[src/rtl/cpe_pkg.sv]
package cpe_pkg;

  // Number format and field widths
  localparam int FRAC_BITS = 8;
  localparam int POS_W     = 24;
  localparam int RAD_W     = 20;
  localparam int MASS_W    = 16;

  // Square root: a colliding pair has s below (2^(RAD_W+1))^2
  localparam int ROOT_W   = RAD_W + 1;
  localparam int RAD_SQ_W = 2 * ROOT_W;
  localparam int SQRT_LAT = ROOT_W;

  // Rounding divider, common to every divider instance
  localparam int DIV_NUM_W = 52;
  localparam int DIV_DEN_W = 22;
  localparam int DIV_QUO_W = 30;
  localparam int DIV_LAT   = DIV_QUO_W + 2;

  localparam int NORM_W = 22;

  localparam logic signed [NORM_W-1:0] NORM_ONE = NORM_W'(1) << FRAC_BITS;
  localparam logic [ROOT_W-1:0]         DN_ONE   = ROOT_W'(1) << FRAC_BITS;
  localparam logic [DIV_DEN_W-1:0]      DEN_ONE  = DIV_DEN_W'(1);

  localparam logic signed [POS_W-1:0] POS_MAX = {1'b0, {(POS_W-1){1'b1}}};
  localparam logic signed [POS_W-1:0] POS_MIN = {1'b1, {(POS_W-1){1'b0}}};

  typedef struct packed {
    logic                    collided;
    logic signed [POS_W-1:0] new_first_pos_x;
    logic signed [POS_W-1:0] new_first_pos_y;
    logic signed [POS_W-1:0] new_first_vel_x;
    logic signed [POS_W-1:0] new_first_vel_y;
    logic signed [POS_W-1:0] new_second_pos_x;
    logic signed [POS_W-1:0] new_second_pos_y;
    logic signed [POS_W-1:0] new_second_vel_x;
    logic signed [POS_W-1:0] new_second_vel_y;
  } res_t;

  // Clamp a 32-bit sum into the signed position range
  function automatic logic signed [POS_W-1:0] sat_pos(input logic signed [31:0] v);
    logic signed [POS_W-1:0] r;
    if (v > 32'(POS_MAX)) begin
      r = POS_MAX;
    end else if (v < 32'(POS_MIN)) begin
      r = POS_MIN;
    end else begin
      r = v[POS_W-1:0];
    end
    return r;
  endfunction

endpackage

[src/rtl/cpe_sqrt.sv]
module cpe_sqrt import cpe_pkg::*; (
  input  logic                clk_i,
  input  logic                en_i,
  input  logic [RAD_SQ_W-1:0] s_i,
  output logic [ROOT_W-1:0]   root_o
);

  localparam int REM_W = ROOT_W + 2;

  logic [RAD_SQ_W-1:0] rad_q  [ROOT_W];
  logic [RAD_SQ_W-1:0] rad_d  [ROOT_W];
  logic [REM_W-1:0]    rem_q  [ROOT_W];
  logic [REM_W-1:0]    rem_d  [ROOT_W];
  logic [ROOT_W-1:0]   root_q [ROOT_W];
  logic [ROOT_W-1:0]   root_d [ROOT_W];

  // One root bit per stage: bring down two radicand bits, try (4*root + 1)
  always_comb begin
    logic [RAD_SQ_W-1:0] rad;
    logic [REM_W-1:0]    rem;
    logic [ROOT_W-1:0]   root;
    logic [REM_W+1:0]    part;
    logic [REM_W+1:0]    trial;
    for (int k = 0; k < ROOT_W; k++) begin
      if (k == 0) begin
        rad  = s_i;
        rem  = '0;
        root = '0;
      end else begin
        rad  = rad_q[k-1];
        rem  = rem_q[k-1];
        root = root_q[k-1];
      end
      part  = {rem, rad[RAD_SQ_W-1 -: 2]};
      trial = {2'b00, root, 2'b01};
      if (part >= trial) begin
        rem_d[k]  = REM_W'(part - trial);
        root_d[k] = {root[ROOT_W-2:0], 1'b1};
      end else begin
        rem_d[k]  = REM_W'(part);
        root_d[k] = {root[ROOT_W-2:0], 1'b0};
      end
      rad_d[k] = {rad[RAD_SQ_W-3:0], 2'b00};
    end
  end

  // Advance all stages together
  always_ff @(posedge clk_i) begin
    if (en_i) begin
      for (int k = 0; k < ROOT_W; k++) begin
        rad_q[k]  <= rad_d[k];
        rem_q[k]  <= rem_d[k];
        root_q[k] <= root_d[k];
      end
    end
  end

  assign root_o = root_q[ROOT_W-1];

endmodule

[config.mk]
export PLATFORM = sky130hd
export DESIGN_NAME = cpe_sqrt
export DESIGN_NICKNAME = d
export VERILOG_FILES = /design/src/rtl/cpe_pkg.sv /design/src/rtl/cpe_sqrt.sv
export SDC_FILE = /design/constraint.sdc
export NUM_CORES = 2
export LEC_CHECK = 0
export BUFFER_PORTS_ARGS = -buffer_cell sky130_fd_sc_hd__buf_4
export CAP_MARGIN = 20
export CORE_ASPECT_RATIO = 1.75
export CORE_UTILIZATION = 55
export DETAILED_ROUTE_END_ITERATION = 10
export GPL_TIMING_DRIVEN = 0
export PLACE_DENSITY = 0.79
export SYNTH_ARGS = -nofsm -noshare
export SYNTH_HDL_FRONTEND = slang
export SYNTH_SLANG_ARGS = --single-unit
[constraint.sdc]
create_clock -name clk_i -period 4.2 [get_ports clk_i]
set_input_delay 0.84 -clock clk_i [delete_from_list [all_inputs] [get_ports clk_i]]
set_output_delay 0.84 -clock clk_i [all_outputs]
set_load 0.02 [all_outputs]
Word level (Yosys, flattened, before mapping):

Memory sizes are Yosys's and may differ from the RTL's.
Index checks and enable logic that the tools add are counted.

* RAM bits: 1764
* bits of input ports: 44
* memories kept: 3
* bits in latches: 0
* output and inout bits: 21
* bits in registers: 0
* bits in read-only memories: 0

Memory list
* rad_q: words 21, bits a word 40, read ports 20, clocked after Yosys merged registers in 0, wr ports 21, RTL line cpe_sqrt.sv:10 `logic [RAD_SQ_W-1:0] rad_q [ROOT_W];`
* rem_q: words 21, bits a word 23, read ports 20, clocked after Yosys merged registers in 0, wr ports 21, RTL line cpe_sqrt.sv:12 `logic [REM_W-1:0] rem_q [ROOT_W];`
* root_q: words 21, bits a word 21, read ports 21, clocked after Yosys merged registers in 0, wr ports 21, RTL line cpe_sqrt.sv:14 `logic [ROOT_W-1:0] root_q [ROOT_W];`

* div/mod/pow operators: 0
* multiplexer cells: 44
* equal/unequal tests: 0
* shifts and indexed selects: 0
* magnitude comparators: 21
* $add $sub $neg: 21
* bitwise logic cells: 0
* reduce and logical (&&, ||, !) cells: 0
* $mul: 0

Operators with widths (count)
* $ge A25 B23 Y1: 20
* $mux W23: 21
* $sub A23 B23 Y23: 20
* $mux W1: 23
* $sub A2 B1 Y3 const B: 1
* $ge A2 B1 Y1 const B: 1

Longest topological paths before layout:

An unclocked memory read counts as a cell.

* word-level depth: 3
* depth in mapped cells: 12
* depth with buffers taken out: 10

Worst setup path after synthesis:

Ideal clock, no wire load.

* path kind: flip-flop to flip-flop
* from: memory rem_q[3][3] (netlist name)
* to: memory rem_q[3][43] (netlist name), data pin
* setup slack: 1167 ps
* stages on the path, launching flop included: 8
* data required time: 3942 ps
* arrival time: 2775 ps
* cell sequence: edfxtp_1 -> ha_1 -> and3_1 -> a2111oi_0 -> o21ai_0 -> a2111oi_0 -> nand3_1 -> xnor2_1

RTL lines (RTL line)
* start, declared: cpe_sqrt.sv:12

==> impl_metrics.tcl <==
set metrics [dict create \
    place.gp.congestion 0.939 \
    ys_warn_count 0 \
    peakVddDrop_uv 414 \
    yosysTopAreaCell "edfxtp_1" \
    synth_area_leaders "edfxtp_1 (64%), ha_1 (6.3%), xnor2_1 (3.2%)" \
    synth_area_per_cell_sq_um 13.1 \
    slew_headroom_pct 21.8 \
    critPathMaxStageDelay_ns 0.60 \
    fin_crit_ns 4.19 \
    core_sq_um 90600 \
    route.detailed.drc 0 \
    critPathKind "reg2reg" \
    track_usage_pct 22.4 \
    drt_iter0_drc 1655 \
    setup.worst_path.end_class "flip-flop" \
    p_per_area_nw_per_um2 499 \
    dr.pass1.iters 5 \
    area_delta_synth_final_pct 10.7 \
    syn-instance-count 3862 \
    async_reset_ff_share_pct 0 \
    synth_edf_count 1082 \
    fp-row-count 146 \
    cp_max_fo 10 \
    cp_top_family "buffers and inverters" \
    fillers 6746 \
    clock_latency_ns 0.71 \
    cts_buffer_depth 3 \
    setup_viol 0 \
    hold_violations 0 \
    power.static_leakage_nw 21.3 \
    netlist.area_leader.share_pct 64.4 \
    critPathArrivalTime_ns 4.57 \
    finalCritPeriodShare_pct 99.7 \
    htreeDepth 3 \
    synth.ff_latch_count 1082 \
    dieWidth_um 231 \
    antenna_found_initial 0 \
    place_hpwl_um 77300 \
    finalPower_w 0.0279 \
    finalWirelength_um 106000 \
    required_ns 4.58 \
    dp_slack_ns -0.558 \
    worstHoldPathType "in2reg" \
    syn-cell-area_sq_um 50500 \
    drv_cap 0 \
    start_kind "flip-flop" \
    final_cell_mix "edfxtp_1 (1082), inv_1 (294), nor2_1 (271)" \
    ys_seq_area_share_pct 64.4 \
    fin_skew_ns 0.0393 \
    fin_hold_ws_ns 0.309 \
    post_dp_cell_area_sq_um 52700 \
    grt_first_pass_wirelength_um 158000 \
    initial_utilization_pct 55.7 \
    synth_top_flop_cell "edfxtp_1" \
    cts_made_buffers 95 \
    clock-root-buffer "clkbuf_16" \
    drive_gt1_share_pct 7.68 \
    grt_max_degree 132 \
    post-route-util_pct 61.6 \
    viasPerCell 5.84 \
    final_net_count 4334 \
    grt-ovfl-total 0 \
    worstMarginPinSlew_ns 1.14 \
    cts_setup_buffers 0 \
    synth_nets 4159 \
    crit_buf_inv 2 \
    rsz0062_at_grt "false" \
    dieArea_sq_um 93000 \
    ant_nets 0 \
    synth.distinct_cells 82 \
    post_drt_wl_per_cell_um 19.9 \
    grt_pass1_vias 32300 \
    fin_ws_ns 0.0108 \
    maxSlewViolCount 0 \
    status "finished clean" \
    cts_num_sinks 1082 \
    numPortBuffers 64 \
    vias 30900 \
    die_h_um 403 \
    crit_chain "ha_1 -> and3_1 -> and3_1 -> nand4b_1 -> a311oi_2 -> a21o_1 -> clkbuf_1 -> clkbuf_1 -> a21oi_1" \
    final_common_cell "edfxtp_1" \
    path_clk_slew_ns 0.06 \
    ios 65 \
    slowest_stage "a311oi_2" \
    cts_tree "done" \
    antenna_cells 0 \
    fin_area_sq_um 55800 \
    max_freq_ghz 0.239 \
]
-- cell families (layout without fill, tap and decap cells) --
group | count (synthesis) | in the layout | synth area share (%)
flops | 1082 | 1082 | 64.4
simple gates | 1001 | 1001 | 9.98
compound gates | 765 | 765 | 9.54
buf+inv | 369 | 621 | 2.76
xor+xnor | 340 | 340 | 5.90
fa+ha+maj | 253 | 253 | 6.27
mux | 51 | 51 | 1.14
other cells | 1 | 1 | 0.00743
-- final timing paths --
| path | end | slack [ns] | cells after the start | from |
|---|---|---|---|---|
| worst max register to register | rem_q[4][15]$_DFFE_PP_ | 0.01 | 9 | rem_q[3][77]$_DFFE_PP_ |
| worst max-delay path | rem_q[4][15]$_DFFE_PP_ | 0.01 | 9 | rem_q[3][77]$_DFFE_PP_ |
| worst min register to register | rad_q[0][71]$_DFFE_PP_ | 0.41 | 0 | rad_q[0][29]$_DFFE_PP_ |
| worst min-delay path | rad_q[0][21]$_DFFE_PP_ | 0.31 | 1 | s_i[21] |
-- through the flow --
stage,cells,TNS (ns)
6_report,5298,0
5_1_grt,5298,0
4_1_cts,5296,0
3_3_place_gp,5110,-7346.77
2_1_floorplan,3862,0
3_5_place_dp,5122,-65.27
-- power by group --
part	internal [W]	switching (W)
Clock	0.00475	0.00393
Combinational	0.00206	0.00303
Sequential	0.0134	0.000667
-- state kept, by name, summed over array words and instances, names as in the netlist --
name	flops
rad_q	420
rem_q	431
root_q	231
-- synth_stat cells, types with 49 or more instances --
cell type,instances
nor3_1,95
clkbuf_1,65
nand2_1,196
ha_1,253
a21oi_1,241
o21ai_0,177
nor2_1,272
o21a_1,66
a21o_1,70
xnor2_1,183
xor2_1,157
nand2b_1,50
or3_1,49
edfxtp_1,1082
nand3_1,75
nor4_1,57
inv_1,294
-- cell type report --
class	count	area (sq um)	area share (%)
clock inverters	65	648	1.16
well taps	1184	1480	2.65
clock buffers	109	2430	4.35
flip-flops and latches	1082	32500	58.2
plain buffers	72	282	0.504
repair buffers	78	779	1.40
inverters	297	1110	2.00
multi-input cells	2411	16600	29.7
-- worst reg2reg max path, stage by stage (launching register included) --
cell and delay [ns]:
edfxtp_1 0.40, ha_1 0.42, and3_1 0.22, and3_1 0.42
nand4b_1 0.38, a311oi_2 0.60, a21o_1 0.19, clkbuf_1 0.43
clkbuf_1 0.60, a21oi_1 0.21
-- timing repair --
item	in CTS	in global routing
gates cloned	0	1
hold buffers	0	0
pin swaps	0	0
endpoints found under the setup margin	20	120
resized for setup	5	6
-- routing by layer --
layer  routed length [um]  global-route usage [%]  vias to the layer above  share of wire (%)
met1                28500                    14.7                    14900                 27
met5                    0                       0                        -                  0
met2                61800                    46.4                      790                 59
met3                 3310                    3.17                      495                3.1
li1                     -                       -                    14700                  -
met4                11900                    24.1                        0                 11
Note: power is estimated with default switching activity, not from simulation.
