### config.mk
export PLATFORM = sky130hd
export DESIGN_NAME = cpe_div
export DESIGN_NICKNAME = d
export VERILOG_FILES = /design/src/rtl/cpe_pkg.sv /design/src/rtl/cpe_div.sv
export SDC_FILE = /design/constraint.sdc
export NUM_CORES = 2
export LEC_CHECK = 0
export BUFFER_PORTS_ARGS = -buffer_cell sky130_fd_sc_hd__buf_2
export CAP_MARGIN = 20
export CORE_ASPECT_RATIO = 0.5
export CORE_MARGIN = 3
export CORE_UTILIZATION = 35
export DETAILED_ROUTE_END_ITERATION = 7
export MAX_ROUTING_LAYER = met4
export RECOVER_POWER = 100
export SYNTH_ARGS = -nofsm -noshare
export SYNTH_HDL_FRONTEND = slang
export SYNTH_SLANG_ARGS = --single-unit
### constraint.sdc
create_clock -name clk_i -period 6.82 [get_ports clk_i]
set_clock_uncertainty 0.2 [all_clocks]
set_input_delay 0.341 -clock clk_i [delete_from_list [all_inputs] [get_ports clk_i]]
set_output_delay 0.341 -clock clk_i [all_outputs]
set_load 0.01 [all_outputs]
### src/rtl/cpe_pkg.sv
package cpe_pkg;

  // Number format and field widths
  localparam int FRAC_BITS = 8;
  localparam int POS_W     = 24;
  localparam int RAD_W     = 20;
  localparam int MASS_W    = 16;

  // Square root: a colliding pair has s below (2^(RAD_W+1))^2
  localparam int ROOT_W   = RAD_W + 1;
  localparam int RAD_SQ_W = 2 * ROOT_W;
  localparam int SQRT_LAT = ROOT_W;

  // Rounding divider, common to every divider instance
  localparam int DIV_NUM_W = 52;
  localparam int DIV_DEN_W = 22;
  localparam int DIV_QUO_W = 30;
  localparam int DIV_LAT   = DIV_QUO_W + 2;

  localparam int NORM_W = 22;

  localparam logic signed [NORM_W-1:0] NORM_ONE = NORM_W'(1) << FRAC_BITS;
  localparam logic [ROOT_W-1:0]         DN_ONE   = ROOT_W'(1) << FRAC_BITS;
  localparam logic [DIV_DEN_W-1:0]      DEN_ONE  = DIV_DEN_W'(1);

  localparam logic signed [POS_W-1:0] POS_MAX = {1'b0, {(POS_W-1){1'b1}}};
  localparam logic signed [POS_W-1:0] POS_MIN = {1'b1, {(POS_W-1){1'b0}}};

  typedef struct packed {
    logic                    collided;
    logic signed [POS_W-1:0] new_first_pos_x;
    logic signed [POS_W-1:0] new_first_pos_y;
    logic signed [POS_W-1:0] new_first_vel_x;
    logic signed [POS_W-1:0] new_first_vel_y;
    logic signed [POS_W-1:0] new_second_pos_x;
    logic signed [POS_W-1:0] new_second_pos_y;
    logic signed [POS_W-1:0] new_second_vel_x;
    logic signed [POS_W-1:0] new_second_vel_y;
  } res_t;

  // Clamp a 32-bit sum into the signed position range
  function automatic logic signed [POS_W-1:0] sat_pos(input logic signed [31:0] v);
    logic signed [POS_W-1:0] r;
    if (v > 32'(POS_MAX)) begin
      r = POS_MAX;
    end else if (v < 32'(POS_MIN)) begin
      r = POS_MIN;
    end else begin
      r = v[POS_W-1:0];
    end
    return r;
  endfunction

endpackage

### src/rtl/cpe_div.sv
module cpe_div import cpe_pkg::*; (
  input  logic                        clk_i,
  input  logic                        en_i,
  input  logic signed [DIV_NUM_W-1:0] num_i,
  input  logic [DIV_DEN_W-1:0]        den_i,
  output logic signed [DIV_QUO_W:0]   q_o
);

  logic                 neg_q [DIV_QUO_W+1];
  logic [DIV_DEN_W-1:0] den_q [DIV_QUO_W+1];
  logic [DIV_NUM_W-1:0] rem_q [DIV_QUO_W+1];
  logic [DIV_QUO_W-1:0] quo_q [DIV_QUO_W+1];
  logic [DIV_NUM_W-1:0] rem_d [DIV_QUO_W];
  logic [DIV_QUO_W-1:0] quo_d [DIV_QUO_W];
  logic [DIV_NUM_W-1:0] mag;
  logic signed [DIV_QUO_W:0] q_q;

  // Magnitude plus half the divisor gives round to nearest, ties away from zero
  always_comb begin
    if (num_i[DIV_NUM_W-1]) begin
      mag = DIV_NUM_W'(-num_i);
    end else begin
      mag = DIV_NUM_W'(num_i);
    end
  end

  // Restoring steps, one quotient bit per stage from the top
  always_comb begin
    logic [DIV_NUM_W-1:0] t;
    for (int k = 0; k < DIV_QUO_W; k++) begin
      t        = DIV_NUM_W'(den_q[k]) << (DIV_QUO_W - 1 - k);
      quo_d[k] = quo_q[k];
      if (rem_q[k] >= t) begin
        rem_d[k] = rem_q[k] - t;
        quo_d[k][DIV_QUO_W-1-k] = 1'b1;
      end else begin
        rem_d[k] = rem_q[k];
      end
    end
  end

  always_ff @(posedge clk_i) begin
    if (en_i) begin
      neg_q[0] <= num_i[DIV_NUM_W-1];
      den_q[0] <= den_i;
      rem_q[0] <= mag + DIV_NUM_W'(den_i >> 1);
      quo_q[0] <= '0;
      for (int k = 0; k < DIV_QUO_W; k++) begin
        neg_q[k+1] <= neg_q[k];
        den_q[k+1] <= den_q[k];
        rem_q[k+1] <= rem_d[k];
        quo_q[k+1] <= quo_d[k];
      end
      // Restore the sign
      if (neg_q[DIV_QUO_W]) begin
        q_q <= -$signed({1'b0, quo_q[DIV_QUO_W]});
      end else begin
        q_q <= $signed({1'b0, quo_q[DIV_QUO_W]});
      end
    end
  end

  assign q_o = q_q;

endmodule

### Yosys cells after proc, flatten, opt, wreduce, memory -nomap -nowiden

Memories as Yosys holds them, arrays and structs flattened.
Cells that the tools add are included.

| word-level totals | value |
|---|---|
| input bits | 76 |
| logic and storage cells | 133 |
| bits in registers | 31 |
| bits in writable memories | 3,255 |
| memories kept | 4 |
| output and inout bits | 31 |

| cells by class | value |
|---|---|
| $add $sub $neg | 33 |
| muxes and demuxes | 64 |
| magnitude comparators | 30 |

Memory list:

| memory | words | width | read ports | clocked after Yosys merged registers in | wr ports | RTL line | source |
|---|---|---|---|---|---|---|---|
| rem_q | 31 | 52 | 30 | 0 | 31 | cpe_div.sv:11 | `logic [DIV_NUM_W-1:0] rem_q [DIV_QUO_W+1];` |
| quo_q | 31 | 30 | 31 | 0 | 31 | cpe_div.sv:12 | `logic [DIV_QUO_W-1:0] quo_q [DIV_QUO_W+1];` |
| den_q | 31 | 22 | 30 | 0 | 31 | cpe_div.sv:10 | `logic [DIV_DEN_W-1:0] den_q [DIV_QUO_W+1];` |
| neg_q | 31 | 1 | 31 | 0 | 31 | cpe_div.sv:9 | `logic neg_q [DIV_QUO_W+1];` |

Operators by type and width:

| kind | number |
|---|---|
| 2-to-1 mux 52 bit | 31 |
| adder 52 x 21 -> 52 bit | 1 |
| greater-or-equal comparator 52 x 22 -> 1 bit | 1 |
| greater-or-equal comparator 52 x 23 -> 1 bit | 1 |
| greater-or-equal comparator 52 x 24 -> 1 bit | 1 |
| greater-or-equal comparator 52 x 25 -> 1 bit | 1 |
| greater-or-equal comparator 52 x 26 -> 1 bit | 1 |
| greater-or-equal comparator 52 x 27 -> 1 bit | 1 |
| greater-or-equal comparator 52 x 28 -> 1 bit | 1 |
| greater-or-equal comparator 52 x 29 -> 1 bit | 1 |
| greater-or-equal comparator 52 x 30 -> 1 bit | 1 |
| greater-or-equal comparator 52 x 31 -> 1 bit | 1 |
| greater-or-equal comparator 52 x 32 -> 1 bit | 1 |
| greater-or-equal comparator 52 x 33 -> 1 bit | 1 |
| greater-or-equal comparator 52 x 34 -> 1 bit | 1 |
| greater-or-equal comparator 52 x 35 -> 1 bit | 1 |
| greater-or-equal comparator 52 x 36 -> 1 bit | 1 |
| greater-or-equal comparator 52 x 37 -> 1 bit | 1 |
| greater-or-equal comparator 52 x 38 -> 1 bit | 1 |
| greater-or-equal comparator 52 x 39 -> 1 bit | 1 |
| greater-or-equal comparator 52 x 40 -> 1 bit | 1 |
| greater-or-equal comparator 52 x 41 -> 1 bit | 1 |
| greater-or-equal comparator 52 x 42 -> 1 bit | 1 |
| greater-or-equal comparator 52 x 43 -> 1 bit | 1 |
| other kinds (42) | 73 |

### Logic depth before layout (Yosys ltp)

| logic depth | value |
|---|---|
| word-level depth | 3 |
| gate-level depth with buffers | 19 |
| gate-level depth less buffers | 17 |

### Worst setup path before layout

Ideal clock, no wire load.

| timing | value |
|---|---|
| path kind | input to register |
| from | input port num_i[51] |
| to | memory rem_q[0][36] (data pin) |
| path slack | 2,210 ps |
| arrival time | 4,143 ps |
| path buffers | 6 |
| required time | 6,353 ps |
| stages | 19 |
| setup time | 267 ps |
| path through | buf_6 > clkbuf_1 > clkbuf_1 > clkbuf_1 > clkbuf_1 > nand2_1 > xnor2_1 > ha_1 > a21o_1 > a21oi_1 > nand2b_1 > a211oi_1 > o211ai_1 > a21oi_1 > a221oi_1 > or2_1 > buf_6 > or3_4 > xnor2_2 |

RTL lines:

| item | RTL line | source |
|---|---|---|
| start, declared | cpe_div.sv:4 | `input logic signed [DIV_NUM_W-1:0] num_i,` |
| end, declared | cpe_div.sv:11 |  |

==> results.txt <==
----------------------------------------------------
[Run status]
  Run status ... finished, violations left
  Violations in the final reports ... capacitance limit, slew limit

[Cells and area]
  Most frequent cells in the layout ... edfxtp_1 (2747), inv_1 (904), nor2_1 (742), nand2_1 (738), a21oi_1 (731)
  Post-layout nets ... between 10000 and 15000
  Leading cell type in the layout, fill and taps excluded ... edfxtp_1
  Fraction of final layout cells sized beyond drive strength 1 ... 5.59%
  Total of fill cells in the finished design ... 36200
  Filler-free cell count of the finished design ... around 17000
  Growth of design area from synthesis to finish ... 11.7%

[Timing]
  Worst slew pin tran ... around 5200 ps
  Slew Limit Fails ... between 2000 and 3000
  Final Setup Violations ... 0
  Peak Freq ... approximately 170 MHz
  Number of hold violations in the final report ... 0
  Setup repair after global routing missed its margin ... no
  Share of the cycle needed by the critical path after routing ... between 80% and 90%
  Final total negative setup slack ... 0 ps
  Worst slew margin ... -250%
  Min Clock Period, post-route ... ~5700 ps

[Logic synthesis]
  Number of warnings reported in the yosys synthesis log ... 0
  Area fraction of the dominant cell type after synthesis ... 60.5%
  EDFF count, synth ... about 2700
  Post-Synthesis Net Count ... ~12000
  Sequential-to-total area share from yosys stat ... about three fifths
  Top cells by area in the synthesized netlist ... edfxtp_1 (60%), ha_1 (6.3%), xnor2_1 (3.9%)
  Mapped Cells ... approximately 11000
  Biggest area consumer among synthesized cells ... edfxtp_1
  Cell variety after synth ... 102
  Netlist area before placement ... approximately 140000 sq um
  Synth async-reset ratio ... 0%
  Flip-flop and latch count after synthesis ... approximately 2700
  Most used flip-flop cell after synthesis ... edfxtp_1
  Mean area per synthesized cell ... between 10 and 15 sq um

[Place]
  Weighted congestion at the end of routability-driven global placement ... ~0.94
  Post-detailed-placement half-perimeter wirelength ... between 200 and 250 mm
  Post-placement cell count ... between 15000 and 20000
  Count of input and output buffers ... roughly 110

[Global routing]
  Global-route wire length before repair ... between 400 and 500 mm
  Total global-route track usage ... 14.2%
  Grt met2 use ... about a quarter
  GRT met1 Usage ... 15.9%
  Vias in the first global route ... 84200
  Antenna violations before repair ... 4
  Global-route layer with the greatest usage ... met2
  Maximum number of pins on one net before global-route repair ... between 150 and 200
  Global Route met3 Usage ... 1.98%
  Global-route congestion overflow total ... 0

[Clock tree]
  Post_cts resized ... 0
  Maximum level of the CTS H-tree ... 5
  Count of hold-fix buffers inserted at cts ... between 90 and 100
  CTS tree ... built
  Later-pin clock latency in the skew report ... roughly 880 ps
  Clk sinks ... around 2700
  # Post-CTS Setup Buffers ... 0
  Library cell used as clock root buffer ... clkbuf_16
  Clock-pin slew of the registers on the worst-case setup and hold paths ... about 60 ps
  Inserted Clock Buffers ... approximately 270
  Buffers from clock root to sink, at most ... 4

[Critical path]
  Slowest cell on the critical path ... clkbuf_1
  Startpoint class of the critical path ... register
  Delay of the slowest critical-path stage ... 1040 ps
  Number of buffers and inverters on the critical path ... 2
  Reg-to-reg setup timing slack ... approximately 1100 ps
  Data arrival time of the critical path ... about 6200 ps
  Capturing point of the worst reg2reg path ... rem_q[1][559]$_DFFE_PP_
  FF-to-FF Start ... rem_q[1][491]$_DFFE_PP_
  Cells along the critical path ... ha_1, nand4_1, or4_1, nor2_1, nand4_1, nand3_1, nor2_1, o21a_1, inv_1, clkbuf_1, nand3b_1, or4_1, xnor2_1
  Family with the most delay on the worst path ... simple AND/OR/NAND/NOR gates
  Required time at the endpoint of the critical path ... about 7200 ps
  Critical path class ... register to register
  Critical Path Fanout Max ... 30
  Reg2Reg Depth ... 13
  Type of element capturing the critical path ... register

[Power]
  Switching part of the total ... 32.2%
  Leakage power of the design ... ~56 nW
  Worst vdd rail ir drop ... between 0.2 and 0.25 mV
  Relative contribution of the clock network to total power ... approximately 25%
  Internal power ... slightly below 40 mW
  P per Cell Area ... roughly 380 nW/um^2
  Part of the power in combinational logic ... between 30% and 40%
  Switching power ... around 19 mW
  Seq pwr share ... ~43%

[Hold path]
  Terminating pin of the worst hold path ... rem_q[0][9]$_DFFE_PP_
  Worst Hold Depth ... 4
  Launch instance of the worst min-delay path ... num_i[9]
  Path type of the worst min-delay path ... input port to register

[Detailed routing]
  First-pass DRT Iterations ... 8
  Number of DRC markers in iteration 0 ... approximately 5000
  Average wire per standard cell ... around 17 microns
  Antenna viol nets, final ... 0
  Routed wire length ... approximately 280 mm
  Number of vias in the routed layout ... approximately 84000
  DRC violations left ... 0
  Post-DR vias/cell ... around 5

[Floorplan]
  CORE AREA ... 386000 sq um
  Initial Util ... about a third
  Die H ... between 400 and 500 microns
  Number of I/O pins ... about 110
  Die Area ... 398000 sq um
  Die Width ... around 890 microns
  Number of standard-cell rows in the floorplan ... about 160

[Job]
  MaxCap Viol Count ... 46

----------------------------------------------------
## tightest hold or removal path: stages
cell	delay (ps)
buf_2	120
xnor2_1	150
ha_1	240
xnor2_1	160
## how the worst max path moves through the flow
stage,startpoint,end,slack (ps),depth (start not counted)
6_report,rem_q[1][491]$_DFFE_PP_,rem_q[1][559]$_DFFE_PP_,1080,13
5_1_grt,en_i,rem_q[0][233]$_DFFE_PP_,660,4
4_1_cts,num_i[3],rem_q[0][51]$_DFFE_PP_,1570,16
3_5_place_dp,num_i[3],rem_q[0][36]$_DFFE_PP_,1670,14
3_3_place_gp,num_i[3],rem_q[0][38]$_DFFE_PP_,1610,15
2_1_floorplan,num_i[51],rem_q[0][36]$_DFFE_PP_,2210,19
## synth_stat cells, types with 16 or more instances
| library cell | instances |
|---|---|
| nand3_1 | 180 |
| ha_1 | 684 |
| nor4_1 | 203 |
| nand2_1 | 737 |
| fa_1 | 30 |
| a211oi_1 | 44 |
| nor4b_1 | 37 |
| nor2b_1 | 118 |
| or3_1 | 101 |
| a21boi_0 | 40 |
| nor3b_1 | 23 |
| o21a_1 | 113 |
| o41ai_1 | 27 |
| nor2_1 | 744 |
| nand3b_1 | 54 |
| and4_1 | 26 |
| or4_1 | 78 |
| o31a_1 | 18 |
| o21bai_1 | 60 |
| xnor2_1 | 600 |
| a211o_1 | 16 |
| edfxtp_1 | 2747 |
| a31o_2 | 20 |
| nand4_1 | 139 |
| xor2_1 | 430 |
| o2111ai_1 | 16 |
| nand2b_1 | 132 |
| a311oi_1 | 17 |
| a21o_1 | 299 |
| or2_2 | 43 |
| clkbuf_1 | 178 |
| inv_1 | 899 |
| and3_1 | 58 |
| o211ai_1 | 34 |
| a31oi_1 | 67 |
| mux2_2 | 128 |
| and2_1 | 34 |
| nor3_1 | 287 |
| a21oi_1 | 731 |
| a2111oi_0 | 20 |
| nand4b_1 | 35 |
| o21ai_0 | 570 |
| o31ai_1 | 98 |
## stage by stage
stage          hold WS [ps]  cell area [sq um]  setup slack (ps)  total power, mW  utilization, %
6_report               68.3             152000              1080             57.9            39.4
5_1_grt                69.1             152000               656             61.7            39.4
4_1_cts                10.6             153000              1570             58.4            39.5
3_5_place_dp            205             143000              1670             43.3            37.1
3_3_place_gp            200             143000              1610             42.8            37.1
2_1_floorplan           200             136000              2210             38.5               -
## layout make-up
cell class	count	area, sq um	share of cell area [%]
Inverter	905	3400	2.23
Clock inverter	153	1420	0.933
Timing Repair Buffer	269	1780	1.17
Multi-Input combinational cell	7263	49600	32.6
Sequential cell	2747	82500	54.2
Clock buffer	319	7090	4.66
Antenna cell	4	10.0	0.00657
Tap cell	5134	6420	4.22
## layer usage
| layer | vias up | share of wire, % |
|---|---|---|
| li1 | 41900 | - |
| met1 | 39600 | 41 |
| met2 | 1661 | 49 |
| met3 | 752 | 3.4 |
| met4 | 0 | 6.0 |
| met5 | - | 0 |
## cells by family (layout without fill, tap and decap cells)
| kind of cell | after synthesis | after routing | synth area share (%) |
|---|---|---|---|
| adder cells (fa/ha/maj) | 714 | 714 | 6.72 |
| other | 0 | 4 | 0 |
| buffers and inverters | 1108 | 1646 | 3.08 |
| AO/OA/AOI/OAI | 2310 | 2310 | 10.5 |
| XOR/XNOR | 1031 | 1031 | 6.63 |
| multiplexers | 134 | 134 | 1.10 |
| AND/OR/NAND/NOR | 3074 | 3074 | 11.4 |
| flip-flops | 2747 | 2747 | 60.5 |
## power groups by stage
stage	Clock, mW	Sequential (mW)	Combinational [mW]
after floorplan	0	24.4	14.1
after global placement	0	25.1	17.7
after detailed placement	0	25.2	18.1
after CTS	15.3	24.8	18.3
after global routing	16.0	25.2	20.5
final	14.7	24.9	18.3
## registers in the layout, indices dropped and copies added (netlist names)
register	cells
quo_q	465
rem_q	1560
q_o	31
neg_q	31
den_q	660
(Power assumes the default switching activity.)
